[src/sv/assert_macros.svh]
// Assertion macros shared by the RTL.
// Depends on nothing; define ASSERT_OFF to compile the checks out.
`ifndef ASSERT_MACROS_SVH
`define ASSERT_MACROS_SVH

`ifndef ASSERT_OFF
// Check that prop holds at every clock edge outside reset.
`define ASSERT_AT(name, clk, rst, prop, msg) \
   name: assert property (@(posedge clk) disable iff (rst) (prop)) else $error(msg);
// Check that expr never holds at a clock edge outside reset.
`define ASSERT_NEVER(name, clk, rst, expr, msg) \
   name: assert property (@(posedge clk) disable iff (rst) !(expr)) else $error(msg);
`else
`define ASSERT_AT(name, clk, rst, prop, msg)
`define ASSERT_NEVER(name, clk, rst, expr, msg)
`endif

`endif

[src/sv/fukq_pkg.sv]
// Shared types and constants of the unique-key queue.
// Used by the top level fifo_unique_key_queue.
package fukq_pkg;

   localparam int DEPTH     = 16;
   localparam int KEY_BITS  = 16;
   localparam int DATA_BITS = 32;

   localparam int IDX_W  = $clog2(DEPTH);
   localparam int OCC_W  = $clog2(DEPTH + 1);
   localparam int WORD_W = KEY_BITS + DATA_BITS;

   localparam int KEY_W  = 16;
   localparam int DATA_W = 32;
   localparam int OP_W   = 2;
   localparam int ST_W   = 2;
   localparam int OCC_OUT_W = 5;

   localparam logic [OP_W-1:0] OP_PUSH = 2'd0;
   localparam logic [OP_W-1:0] OP_POP  = 2'd1;
   localparam logic [OP_W-1:0] OP_PEEK = 2'd2;

   localparam logic [ST_W-1:0] ST_OK    = 2'd0;
   localparam logic [ST_W-1:0] ST_EMPTY = 2'd1;
   localparam logic [ST_W-1:0] ST_DUP   = 2'd2;
   localparam logic [ST_W-1:0] ST_FULL  = 2'd3;

   typedef struct packed {
      logic [OP_W-1:0]          op;
      logic [KEY_W-1:0]         in_key;
      logic signed [DATA_W-1:0] in_data;
   } req_type;

   typedef struct packed {
      logic [KEY_W-1:0]         out_key;
      logic signed [DATA_W-1:0] out_data;
      logic [ST_W-1:0]          status;
      logic                     is_empty;
      logic [OCC_OUT_W-1:0]     occupancy;
   } rsp_type;

endpackage

[src/sv/fifo_unique_key_queue.sv]
// Top level of the unique-key queue: sequencer, ring pointers, result register.
// Depends on fukq_pkg, fukq_ram and assert_macros.svh.
`include "assert_macros.svh"

// A FIFO of (key, data) entries in a ring of DEPTH slots that refuses a push
// whose key is already held. One request is worked on at a time: a push walks
// the held keys one per cycle through the single read port of the entry RAM
// in SCAN, stopping early when a duplicate key is found, and then goes to
// RESP; pop and peek go through READ, FETCH and RESP, while an empty pop or
// peek and the unused op code go straight to RESP. The result sits in an
// output register, so a new request is accepted while the previous result
// still waits on rsp_ready; the response step then holds until that register
// frees up.
// No clearing pass is needed after reset.
module fifo_unique_key_queue
   import fukq_pkg::*;
(
   input  logic    clock,
   input  logic    reset,
   input  logic    req_valid,
   output logic    req_ready,
   input  req_type req_data,
   output logic    rsp_valid,
   input  logic    rsp_ready,
   output rsp_type rsp_data
);

   typedef enum logic [2:0] {
      IDLE,
      SCAN,
      READ,
      FETCH,
      RESP
   } state_type;

   function automatic logic [IDX_W-1:0] ring_next(input logic [IDX_W-1:0] idx);
      return (idx == IDX_W'(DEPTH - 1)) ? '0 : idx + 1'b1;
   endfunction

   state_type             state_ff, state_in;
   logic [IDX_W-1:0]      head_ff, head_in;
   logic [IDX_W-1:0]      tail_ff, tail_in;
   logic [OCC_W-1:0]      count_ff, count_in;
   logic [IDX_W-1:0]      scan_idx_ff, scan_idx_in;
   logic [OCC_W-1:0]      scan_left_ff, scan_left_in;
   logic                  pend_ff, pend_in;
   req_type               req_ff, req_in;
   logic [KEY_BITS-1:0]   res_key_ff, res_key_in;
   logic [DATA_BITS-1:0]  res_data_ff, res_data_in;
   logic [ST_W-1:0]       res_status_ff, res_status_in;
   logic                  rsp_valid_ff, rsp_valid_in;
   rsp_type               rsp_ff, rsp_in;

   logic                  ram_wr_en;
   logic [WORD_W-1:0]     ram_wr_data;
   logic                  ram_rd_en;
   logic [IDX_W-1:0]      ram_rd_addr;
   logic [WORD_W-1:0]     ram_rd_data;
   logic [KEY_BITS-1:0]   req_key;
   logic [KEY_BITS-1:0]   rd_key;
   logic [DATA_BITS-1:0]  rd_dat;

   assign req_key     = KEY_BITS'(req_ff.in_key);
   assign rd_key      = ram_rd_data[WORD_W-1 -: KEY_BITS];
   assign rd_dat      = ram_rd_data[DATA_BITS-1:0];
   assign ram_wr_data = {req_key, DATA_BITS'($unsigned(req_ff.in_data))};

   fukq_ram #(
      .WIDTH (WORD_W),
      .DEPTH (DEPTH)
   ) u_entry_ram (
      .clock   (clock),
      .wr_en   (ram_wr_en),
      .wr_addr (tail_ff),
      .wr_data (ram_wr_data),
      .rd_en   (ram_rd_en),
      .rd_addr (ram_rd_addr),
      .rd_data (ram_rd_data)
   );

   always_comb begin
      state_in      = state_ff;
      head_in       = head_ff;
      tail_in       = tail_ff;
      count_in      = count_ff;
      scan_idx_in   = scan_idx_ff;
      scan_left_in  = scan_left_ff;
      pend_in       = pend_ff;
      req_in        = req_ff;
      res_key_in    = res_key_ff;
      res_data_in   = res_data_ff;
      res_status_in = res_status_ff;
      rsp_valid_in  = rsp_valid_ff & ~rsp_ready;
      rsp_in        = rsp_ff;
      req_ready     = 1'b0;
      ram_wr_en     = 1'b0;
      ram_rd_en     = 1'b0;
      ram_rd_addr   = scan_idx_ff;

      unique case (state_ff)
         IDLE: begin
            req_ready = 1'b1;
            if (req_valid) begin
               req_in        = req_data;
               res_key_in    = '0;
               res_data_in   = '0;
               res_status_in = ST_OK;
               if (req_data.op == OP_PUSH) begin
                  scan_idx_in  = head_ff;
                  scan_left_in = count_ff;
                  pend_in      = 1'b0;
                  state_in     = SCAN;
               end else if (req_data.op == OP_POP || req_data.op == OP_PEEK) begin
                  if (count_ff == '0) begin
                     res_status_in = ST_EMPTY;
                     state_in      = RESP;
                  end else begin
                     state_in = READ;
                  end
               end else begin
                  state_in = RESP;
               end
            end
         end
         SCAN: begin
            // issue the next held slot while comparing the one read last cycle
            ram_rd_en = (scan_left_ff != '0);
            if (scan_left_ff != '0) begin
               scan_idx_in  = ring_next(scan_idx_ff);
               scan_left_in = scan_left_ff - 1'b1;
            end
            pend_in = (scan_left_ff != '0);
            if (pend_ff && rd_key == req_key) begin
               res_status_in = ST_DUP;
               state_in      = RESP;
            end else if (scan_left_ff == '0) begin
               if (count_ff == OCC_W'(DEPTH)) begin
                  res_status_in = ST_FULL;
               end else begin
                  ram_wr_en = 1'b1;
                  tail_in   = ring_next(tail_ff);
                  count_in  = count_ff + 1'b1;
               end
               state_in = RESP;
            end
         end
         READ: begin
            ram_rd_en   = 1'b1;
            ram_rd_addr = head_ff;
            state_in    = FETCH;
         end
         FETCH: begin
            res_key_in  = rd_key;
            res_data_in = rd_dat;
            if (req_ff.op == OP_POP) begin
               head_in  = ring_next(head_ff);
               count_in = count_ff - 1'b1;
            end
            state_in = RESP;
         end
         RESP: begin
            // hold until the output register is free
            if (!rsp_valid_ff || rsp_ready) begin
               rsp_in.out_key   = KEY_W'(res_key_ff);
               rsp_in.out_data  = DATA_W'(res_data_ff);
               rsp_in.status    = res_status_ff;
               rsp_in.is_empty  = (count_ff == '0);
               rsp_in.occupancy = OCC_OUT_W'(count_ff);
               rsp_valid_in     = 1'b1;
               state_in         = IDLE;
            end
         end
         default: begin
            state_in = IDLE;
         end
      endcase
   end

   always_ff @(posedge clock) begin
      scan_idx_ff   <= scan_idx_in;
      scan_left_ff  <= scan_left_in;
      pend_ff       <= pend_in;
      req_ff        <= req_in;
      res_key_ff    <= res_key_in;
      res_data_ff   <= res_data_in;
      res_status_ff <= res_status_in;
      rsp_ff        <= rsp_in;
      if (reset) begin
         state_ff     <= IDLE;
         head_ff      <= '0;
         tail_ff      <= '0;
         count_ff     <= '0;
         rsp_valid_ff <= 1'b0;
      end else begin
         state_ff     <= state_in;
         head_ff      <= head_in;
         tail_ff      <= tail_in;
         count_ff     <= count_in;
         rsp_valid_ff <= rsp_valid_in;
      end
   end

   assign rsp_valid = rsp_valid_ff;
   assign rsp_data  = rsp_ff;

   `ASSERT_NEVER(a_count_bound, clock, reset, count_ff > OCC_W'(DEPTH), "occupancy above depth")
   `ASSERT_AT(a_ring_align, clock, reset, (count_ff == '0 || count_ff == OCC_W'(DEPTH)) |-> head_ff == tail_ff, "head and tail disagree with occupancy")
   `ASSERT_AT(a_busy_after_accept, clock, reset, (req_valid && req_ready) |=> !req_ready, "request accepted while busy")
   `ASSERT_AT(a_rsp_from_seq, clock, reset, $rose(rsp_valid_ff) |-> $past(state_ff == RESP), "result loaded outside response step")

endmodule

[src/sv/fukq_ram.sv]
// Generic single-write, single-read RAM with registered read data.
// No package dependency.
module fukq_ram #(
   parameter int WIDTH = 8,
   parameter int DEPTH = 16
) (
   input  logic                     clock,
   input  logic                     wr_en,
   input  logic [$clog2(DEPTH)-1:0] wr_addr,
   input  logic [WIDTH-1:0]         wr_data,
   input  logic                     rd_en,
   input  logic [$clog2(DEPTH)-1:0] rd_addr,
   output logic [WIDTH-1:0]         rd_data
);

   logic [WIDTH-1:0] mem [DEPTH];

   always_ff @(posedge clock) begin
      if (wr_en) begin
         mem[wr_addr] <= wr_data;
      end
      if (rd_en) begin
         rd_data <= mem[rd_addr];
      end
   end

endmodule
[config.mk]
export PLATFORM = sky130hd
export DESIGN_NAME = fifo_unique_key_queue
export DESIGN_NICKNAME = d
export VERILOG_FILES = /design/src/sv/fukq_pkg.sv /design/src/sv/fifo_unique_key_queue.sv /design/src/sv/fukq_ram.sv
export VERILOG_INCLUDE_DIRS = /design/src /design/src/sv
export SDC_FILE = /design/constraint.sdc
export NUM_CORES = 1
export LEC_CHECK = 0
export BUFFER_PORTS_ARGS = -buffer_cell sky130_fd_sc_hd__buf_4
export CAP_MARGIN = 20
export CORE_AREA = 2 2 335 337
export DETAILED_ROUTE_END_ITERATION = 10
export DIE_AREA = 0 0 337 339
export PLACE_DENSITY_LB_ADDON = 0.2
export SKIP_LAST_GASP = 1
export SLEW_MARGIN = 20
export SYNTH_ARGS = -nofsm -noshare
export SYNTH_HDL_FRONTEND = slang
export SYNTH_SLANG_ARGS = --single-unit
[constraint.sdc]
create_clock -name clock -period 9.2 [get_ports clock]
set_clock_uncertainty 0.15 [all_clocks]
set_input_delay 0.46 -clock clock [delete_from_list [all_inputs] [get_ports clock]]
set_output_delay 0.46 -clock clock [all_outputs]
set_load 0.01 [all_outputs]
==> run metrics, run 1 <==
DRT Pass-1 Iters=7; post-synthesis register bit count=999; Clk pin slew, worst setup/hold paths=60 ps; Leakage Power=0.01566 uW; final-report max-slew violation count=0; DRC errors left=0; Final Hold Fails=0; launching point of the worst reg2reg path=state_ff[0]; Die Width=337 um; Routed Antenna Nets=0; Post-CTS Repair Setup Buffers=0; average wire per standard cell=22.79 um; dpl hpwl=47900 um; R2R Setup Slk=4870 ps; EDFF count, synth=982; CP required=9340 ps; Reg-to-Reg End=u_entry_ram.mem[9][44]; CP startpoint=state_ff[0]; I/O Pins=112; end of the critical path=u_entry_ram.mem[9][44]; Unique masters post-synth=50; RePlAce Congestion=0.7335; minimum clock period=4327 ps; Worst-Margin Slew=1145 ps; global-route wire length before repair=144000 um; sequential standard cell area=29830 um2; die area=114200 um2; status=finished, final reports clean; Worst-Skew Late Latency=670 ps; crit path max fanout=25; core area=110400 um2; DR vias/cell=5.028; largest net degree at the start of global routing=219; Cells after DPL=4087; Mapped Avg Cell Area=14.82 um2; RSZ-0062 raised after global routing=false; layout cell share with drive strength beyond 1=0.1149; Synth Cell Area=38490 um2; Setup TNS Final=0 ps; Fillers=10.08k; die height=339 um; crit path DAT=4470 ps; Tcrit/Tclk final=0.4704; setup ws final=4873 ps; Syn Inst Count=2598; Longest Clk Path Bufs=3; WHS=267.7 ps; Crit. End Element=flip-flop; power per standard cell area=215.8 nW/um2; count leader, synth=edfxtp_1; antenna violations before repair=5; area of the multi-input gates=8080 um2; Synth area leaders=edfxtp_1 77%, nand2_1 6.8%, mux2i_1 4.0%; Slew Limit Headroom=0.2366; vias post-DR=21.80k; num rows=122; total wire length=98790 um; Synth top area share=0.7661; Min-Delay Path Class=reg2reg; VDD IR max=0.0001404 V; root buf cell=clkbuf_16; Worst Setup Start Kind=flip-flop; Reg2Reg Depth=7; Setup CP Type=reg2reg; Fmax achieved=0.2311 GHz; warnings from Yosys=0; Congestion Overflow GR=0; Layout Area Growth over Synthesis=16.35%; Iteration-0 DRC Markers=1903; All-Layer GR Usage=0.1709; Core Util, Final=0.4058; post-place setup slack=4918 ps; top cells by count, synth=982 x edfxtp_1, 697 x nand2_1, 153 x mux2i_1; fin cells=4335; Starting Density=0.3488; Port Buffers=111; sequential area share after synthesis=0.7750; # clock sinks=999; largest area contributor in the netlist=edfxtp_1; Post-layout nets=2827; antenna cell count=0; Synth Flop Type=edfxtp_1; Setup violations, final=0; syn_nets=2665; Num CTS Buffers=104; CTS H-tree lvls=3; vias in the first global route=21.29k; max-cap viol count=0; Post-synth ARST share=0; CTS tree=built
-- cells by family (layout without fill, tap and decap cells) --
group | after synthesis | after routing | share of synthesized area
muxes | 156 | 156 | 0.04067
and+or+nand+nor | 1007 | 1007 | 0.1147
AOI/OAI and AO/OA | 234 | 234 | 0.04128
xor gates and xnor gates | 26 | 26 | 0.005916
DFF | 999 | 999 | 0.7750
buffers and inverters | 163 | 412 | 0.01811
adders and majority gates | 13 | 13 | 0.004421
-- flip-flops by register name, summed over array words and instances (netlist names) --
name / cells
u_entry_ram.rd_data: 48
req_ff: 2
scan_idx_ff: 4
pend_ff: 1
tail_ff: 4
res_data_ff: 32
u_entry_ram.mem: 768
res_status_ff: 2
state_ff: 3
rsp_valid: 1
req_key: 16
ram_wr_data: 32
count_ff: 5
head_ff: 4
scan_left_ff: 5
res_key_ff: 16
rsp_data: 56
-- repair_timing --
action,CTS,global route
endpoints found under the hold margin,66,0
resized for setup,0,0
hold buffers,53,0
-- critical path, cell delays in order (launching register included) --
cell	delay (ps)
dfxtp_1	610
nand2b_4	80
nand2b_1	410
clkinv_1	300
and3_1	290
o21a_1	520
and3_2	950
buf_4	580
-- power by group --
part | leakage (uW) | switching (uW) | internal [uW] | total, uW
sequential | 0.00907 | 97.3 | 5120 | 5210
combinational | 0.00501 | 292 | 160 | 453
clock | 0.00158 | 1730 | 2260 | 4000
total | 0.0157 | 2120 | 7540 | 9660
-- layout make-up --
cell class,instances,share of cell area
sequential,999,0.6661
multi-input combinational,1436,0.1804
clock buffer,141,0.06303
tap,1488,0.04157
timing repair buffer,202,0.03853
clock inverter,52,0.008941
inverter,17,0.001425
-- worst min path at each step --
stage / startpoint / endpoint / cells past startpoint
floorplan: res_data_ff[2] / rsp_data[10] / 0
global placement: res_key_ff[6] / rsp_data[46] / 0
detailed placement: res_data_ff[25] / rsp_data[33] / 0
CTS: res_key_ff[3] / rsp_data[43] / 0
global route: res_key_ff[3] / rsp_data[43] / 0
finish: res_data_ff[25] / rsp_data[33] / 0
-- stage by stage --
step / cell area (um2) / power (uW)
final: 44780 / 9664
after global routing: 44780 / 9991
after CTS: 44720 / 9770
after detailed placement: 40970 / 5749
after global placement: 40960 / 5738
after floorplan: 38490 / 5531
-- layout by cell type, fill, tap and decap left out, drive strengths merged, types with 2 or more instances in the layout --
cell	synthesis	routed
and3	15	15
and2	51	51
dfxtp	17	17
edfxtp	982	982
clkinv	1	41
nand3b	49	49
nor2b	4	4
a21oi	14	14
nand2	697	697
buf	63	149
nand2b	5	5
o21ai	107	107
clkbuf	83	141
a32oi	48	48
mux2	3	3
or2	2	2
nor3	4	4
nor3b	2	2
a31oi	2	2
nor4	4	4
ha	12	12
inv	16	22
mux2i	153	153
o211ai	2	2
bufinv	0	4
or3	4	4
dlygate4sd3	0	53
nor4b	2	2
nor2	20	20
o221ai	48	48
nand3	146	146
xor2	15	15
a21o	4	4
clkinvlp	0	2
xnor2	11	11
-- metal layers --
| layer | global-route usage | vias to the layer above | wire length (um) |
|---|---|---|---|
| li1 | - | 9929 | - |
| met1 | 0.2462 | 11026 | 45020 |
| met2 | 0.2695 | 710 | 45870 |
| met3 | 0.02431 | 130 | 5904 |
| met4 | 0.04771 | 2 | 1974 |
| met5 | 0 | - | 13 |
No activity file was read; power rests on OpenSTA's default activity.
==> run 2, diff against run 1 <==
Clock period 9.2 ns to 3.5 ns, I/O delays scaled along.
==> run metrics, run 2 (synthesis gave the netlist of run 1 again) <==
status=finished, final reports clean; R2R Setup Slk=240 ps (-4630 ps); dpl hpwl=53380 um (+11%); Clk pin slew, worst setup/hold paths=60 ps (about the same); Tot Pwr=25870 uW (+170%); core area=110400 um2 (unchanged); max reg flops=768 (unchanged); Crit. End Element=flip-flop; DR vias/cell=4.926 (-2.0%); Port Buffers=111 (unchanged); CP startpoint=state_ff[1]; layout cell share with drive strength beyond 1=0.1341 (+0.01923); post-place setup slack=227.0 ps (-4691 ps); Crit-path slowest cell=nor3b_4; Worst-Margin Slew=1058 ps (-87.41 ps); commonest non-fill, non-tap cells in the layout=982 x edfxtp_1, 695 x nand2_1, 151 x mux2i_1, 149 x buf_4, 146 x nand3_1; crit path max fanout=52 (+110%); Crit path largest cell delay=560 ps (-390 ps); die area=114200 um2 (unchanged); Post-CTS Hold Fix Bufs=54 (+1.9%); max-cap viol count=0 (unchanged); hold path start=req_data[0]; RSZ-0062 raised after global routing=false; Worst-Skew Late Latency=660 ps (about the same); CTS tree=built; Tcrit/Tclk final=0.9317 (+0.4613); crit path DAT=3480 ps (-990 ps); Leakage Power=0.01618 uW (+3.3%); RePlAce Congestion=0.7733 (+5.4%); Slew Limit Headroom=0.2949 (+0.05828); # clock sinks=999 (unchanged); antenna violations before repair=6 (+1); final-report max-slew violation count=0 (unchanged); setup ws final=239.2 ps (-4634 ps); VDD IR max=0.0003484 V (+150%); Post-layout nets=2887 (+2.1%); DRT Pass-1 Iters=5 (-2); Longest Clk Path Bufs=3 (unchanged); Setup violations, final=0 (unchanged); Worst Setup Start Kind=flip-flop; Fillers=9983 (-0.91%); commonest non-fill, non-tap cell in the layout=edfxtp_1; Congestion Overflow GR=0 (unchanged); total wire length=94000 um (-4.8%); Setup TNS Final=0 ps (unchanged); Reg-to-Reg End=u_entry_ram.rd_data[10]; minimum clock period=3261 ps (-1066 ps); launching point of the worst reg2reg path=state_ff[1]; Final Cell Area=46020 um2 (+2.8%); num rows=122 (unchanged); Starting Density=0.3488 (unchanged); CTS H-tree lvls=3 (unchanged); Min-Delay Path Class=in2reg; Iteration-0 DRC Markers=1959 (+2.9%); CP Cell Sequence=nor3b_4 > mux2i_4 > buf_12 > buf_12 > mux2i_1 > mux2i_1 > a32oi_1 > o221ai_1; Die Width=337 um (unchanged); Routed Antenna Nets=0 (unchanged); die height=339 um (unchanged); power per standard cell area=562.1 nW/um2 (+160%); DRC errors left=0 (unchanged); Top reg by flops=u_entry_ram.mem; global-route wire length before repair=139800 um (-2.9%); Setup CP Type=reg2reg; Reg2Reg Depth=8 (+1); CP required=3710 ps (-5630 ps); vias post-DR=21.63k (-0.78%); I/O Pins=112 (unchanged); vias in the first global route=21.77k (+2.2%); Final Hold Fails=0 (unchanged); Post-CTS Resized=0 (unchanged); largest net degree at the start of global routing=65 (-70%); Post-CTS Repair Setup Buffers=0 (unchanged); Layout Area Growth over Synthesis=19.57%; Fmax achieved=0.3067 GHz (+33%); Hold Crit Depth=2 (+2); root buf cell=clkbuf_16; All-Layer GR Usage=0.1636 (-0.007226); dpl cell area=42140 um2 (+2.9%); average wire per standard cell=21.41 um (-6.1%); Worst Hold End=ram_wr_data[0]; Num CTS Buffers=104 (unchanged)
-- run 2: cell count changes in the layout (fill, tap and decap cells not counted), moves of 4 or more --
cell       previous run  this run
buf_12                2        59
clkbuf_1             30        17
bufinv_16             4        13
buf_4               142       149
clkbuf_8              6         0
clkinv_1             21        25
-- run 2: critical path, delay by kind of cell, from the launching register on --
family,cells,cell delay (ps)
AOI/OAI and AO/OA,2,490
buffers and inverters,2,530
muxes,3,700
and+or+nand+nor,1,560
DFF,1,490
-- run 2: area by class of cell --
| class | instances | area (um2) | share of cell area |
|---|---|---|---|
| flip-flops and latches | 999 | 29830 | 0.6481 |
| multi-input cells | 1436 | 8087 | 0.1757 |
| repair buffers | 262 | 2840 | 0.06171 |
| clock buffers | 122 | 2691 | 0.05848 |
| well taps | 1488 | 1862 | 0.04045 |
| clock inverters | 65 | 644.4 | 0.01400 |
| inverters | 17 | 63.81 | 0.001387 |
| diodes | 2 | 5.005 | 0.0001087 |
-- run 2: worst max path at each step --
| stage | depth (start not counted) | to | slack [ps] |
|---|---|---|---|
| floorplan | 6 | u_entry_ram.mem[11][0] | -700 |
| global placement | 6 | u_entry_ram.mem[6][3] | 260 |
| detailed placement | 6 | u_entry_ram.mem[6][0] | 230 |
| CTS | 8 | u_entry_ram.rd_data[10] | 200 |
| global route | 8 | u_entry_ram.rd_data[12] | 50 |
| finish | 8 | u_entry_ram.rd_data[10] | 240 |
-- run 2: routing by layer --
layer | vias up | share of wire | track usage | wire length, um
met5 | - | 0 | 0 | 0
met4 | 0 | 0.020 | 0.04520 | 1904
met3 | 139 | 0.057 | 0.02700 | 5325
met2 | 575 | 0.46 | 0.2571 | 43300
met1 | 10858 | 0.46 | 0.2344 | 43470
li1 | 10056 | - | - | -
-- run 2: stage by stage --
| step | util | hold WS (ps) | instances |
|---|---|---|---|
| 4_1_cts | 0.4170 | 36.68 | 4389 |
| 2_1_floorplan | - | 123.9 | 2598 |
| 5_1_grt | 0.4170 | 64.00 | 4389 |
| 3_3_place_gp | 0.3818 | 205.0 | 4148 |
| 6_report | 0.4170 | 87.06 | 4391 |
| 3_5_place_dp | 0.3818 | 204.5 | 4148 |
-- run 2: where the power goes --
| group | internal [uW] | switching, uW |
|---|---|---|
| Sequential | 13400 | 249 |
| Clock | 6420 | 4490 |
| Combinational | 485 | 776 |
==> run 3, diff against run 2 <==
Settings changed: CORE_AREA 2 2 335 337 to 2 2 329 331, DIE_AREA 0 0 337 339 to 0 0 331 333, SYNTH_HIERARCHICAL from default to 1.
==> run metrics, run 3 <==
status=finished, final reports clean; max-cap viol count=0 (unchanged); power per standard cell area=624.7 nW/um2 (+11%); RSZ-0062 raised after global routing=false; commonest non-fill, non-tap cells in the layout=982 x edfxtp_1, 192 x mux4_2, 186 x buf_4, 107 x clkbuf_16, 96 x a22oi_1; Mapped Avg Cell Area=22.14 um2 (+49%); Num CTS Buffers=105 (+0.96%); Layout Area Growth over Synthesis=21.90%; syn_nets=1737 (-35%); CP Cell Sequence=xor2_1 > or4_1 > or4_1 > o21ai_2 > clkinv_2 > or3b_4 > buf_4 > nor2_4 > clkbuf_16; num rows=120 (-1.6%); layout cell share with drive strength beyond 1=0.3014 (+0.1673); warnings from Yosys=6 (+6); Setup TNS Final=0 ps (unchanged); Crit-path slowest cell=edfxtp_1; VDD IR max=0.0004130 V (+19%); Fillers=9259 (-7.3%); die area=110200 um2 (-3.5%); setup ws final=108.7 ps (-130.4 ps); Synth Cell Area=37040 um2 (-3.8%); Starting Density=0.3475 (-0.001263); Setup CP Type=reg2reg; Post-layout nets=2060 (-29%); Worst Setup Start Kind=flip-flop; Tcrit/Tclk final=0.9689 (+0.03726); CTS tree=built; EDFF count, synth=982 (unchanged); All-Layer GR Usage=0.1648 (+0.001139); Top reg by flops=u_entry_ram/mem; Fmax achieved=0.2949 GHz (-3.8%); # clock sinks=999 (unchanged); largest net degree at the start of global routing=50 (-23%); antenna violations before repair=4 (-2); Longest Clk Path Bufs=3 (unchanged); die height=333 um (-1.8%); CTS H-tree lvls=3 (unchanged); Final Hold Fails=0 (unchanged); minimum clock period=3391 ps (+130.4 ps); DR vias/cell=5.128 (+4.1%); global-route wire length before repair=131400 um (-6.0%); most used cell along the critical path=or4_1; final-report max-slew violation count=0 (unchanged); Worst-Margin Slew=955.0 ps (-102.7 ps); R2R Setup Slk=110 ps (-130 ps); post-place setup slack=-131.4 ps (-358.4 ps); Synth Flop Type=edfxtp_1; Post-synth ARST share=0 (unchanged); core area=106600 um2 (-3.4%); vias in the first global route=18.82k (-14%); dpl hpwl=53870 um (+0.90%); CP required=3760 ps (+50 ps); average wire per standard cell=25.87 um (+21%); Syn Inst Count=1673 (-36%); top cells by count, synth=982 x edfxtp_1, 192 x mux4_2, 96 x a22oi_1; Unique masters post-synth=51 (+2.0%); I/O Pins=112 (unchanged); DRC errors left=0 (unchanged); Slew Limit Headroom=0.3613 (+0.06639); RePlAce Congestion=0.7615 (-1.5%); DRT Pass-1 Iters=5 (unchanged); Min-Delay Path Class=in2reg; max reg flops=768 (unchanged); post-synthesis register bit count=999 (unchanged); Setup violations, final=0 (unchanged); Crit path largest cell delay=530 ps (-30 ps); Die Width=331 um (-1.8%); Worst-Skew Late Latency=700 ps (+40 ps); root buf cell=clkbuf_16; crit path max fanout=24 (-54%); Routed Antenna Nets=0 (unchanged); total wire length=90320 um (-3.9%); commonest non-fill, non-tap cell in the layout=edfxtp_1; Crit. End Element=flip-flop; count leader, synth=edfxtp_1; Iteration-0 DRC Markers=1576 (-20%); Clk pin slew, worst setup/hold paths=60 ps (about the same); crit path DAT=3650 ps (+170 ps); Synth top area share=0.7960 (+0.02991); Synth area leaders=edfxtp_1 80%, mux4_2 12%, a22oi_1 1.9%; Leakage Power=0.01480 uW (-8.5%); Port Buffers=111 (unchanged); vias post-DR=17.91k (-17%); largest area contributor in the netlist=edfxtp_1; Congestion Overflow GR=0 (unchanged); sequential area share after synthesis=0.8052 (+0.03026)
run 3: cell count changes in the layout (fill, tap and decap cells not counted), sizes merged, moves of 12 or more:
| cell | before | now |
|---|---|---|
| nand2 | 697 | 71 |
| mux4 | 0 | 192 |
| mux2i | 153 | 0 |
| nand3 | 146 | 8 |
| o21ai | 107 | 10 |
| a22oi | 0 | 96 |
| a32oi | 48 | 0 |
| and2 | 51 | 3 |
| o221ai | 48 | 0 |
| nand3b | 49 | 5 |
| and3 | 15 | 49 |
| buf | 208 | 237 |
| a21oi | 14 | 26 |
run 3: repair_timing:
action,4_1_cts,5_1_grt
hold buffers,57,0
endpoints found under the hold margin,70,0
endpoints found under the setup margin,93,192
pin swaps,1,2
gates cloned,0,1
setup buffers,6,4
resized for setup,0,2
run 3: routing by layer:
| metal | vias to the layer above | global-route usage | wire, um |
|---|---|---|---|
| met1 | 9545 | 0.2337 | 39920 |
| met3 | 141 | 0.03250 | 5201 |
| met5 | - | 0 | 0 |
| met4 | 0 | 0.04543 | 2316 |
| li1 | 7667 | - | - |
| met2 | 554 | 0.2591 | 42890 |
run 3: stage by stage:
step	hold slack (ps)	power, uW	cell area (um2)	util	cells
floorplan	123.9	15780	37100	-	1673
CTS	0.2943	28590	45100	0.4231	3485
detailed placement	204.4	17190	40940	0.3840	3224
finish	43.98	28210	45160	0.4236	3492
global placement	203.3	17170	40920	0.3839	3223
global route	20.70	29230	45150	0.4235	3490
run 3: area by class of cell:
class,instances,area [um2],share of cell area
Clock inverter,73,797.0,0.01765
Tap cell,1403,1755,0.03887
Multi-Input combinational cell,580,6988,0.1548
Timing Repair Buffer,295,2999,0.06642
Sequential cell,999,29830,0.6606
Antenna cell,2,5.005,0.0001108
Clock buffer,125,2724,0.06032
Inverter,15,57.56,0.001275
run 3: critical path, delay by kind of cell (launching register included):
| kind | cells | cell delay (ps) |
|---|---|---|
| AO/OA/AOI/OAI | 1 | 190 |
| XOR/XNOR | 1 | 280 |
| buffers and inverters | 3 | 570 |
| flip-flops | 1 | 530 |
| AND/OR/NAND/NOR | 4 | 1370 |
run 3: cells by family after synthesis:
logic type | Yosys count | synth area share
adders and majority gates | 10 | 0.003580
AOI/OAI and AO/OA | 144 | 0.02705
and+or+nand+nor | 205 | 0.02830
buffers and inverters | 94 | 0.01182
muxes | 197 | 0.1184
xor gates and xnor gates | 24 | 0.005674
DFF | 999 | 0.8052
run 3: power by group:
| part | switching [uW] | internal, uW | leakage [uW] |
|---|---|---|---|
| sequential | 334 | 13800 | 0.00907 |
| clock | 4720 | 6560 | 0.00172 |
| combinational | 1610 | 1190 | 0.00401 |
run 3: path summary, 6_finish.rpt:
kind	startpoint	to	cells after the start
max	req_key[4]	u_entry_ram/mem[1][45]	9
min	req_data[5]	ram_wr_data[5]	2
max reg2reg	req_key[4]	u_entry_ram/mem[1][45]	9
min reg2reg	res_data_ff[7]	rsp_data[15]	0
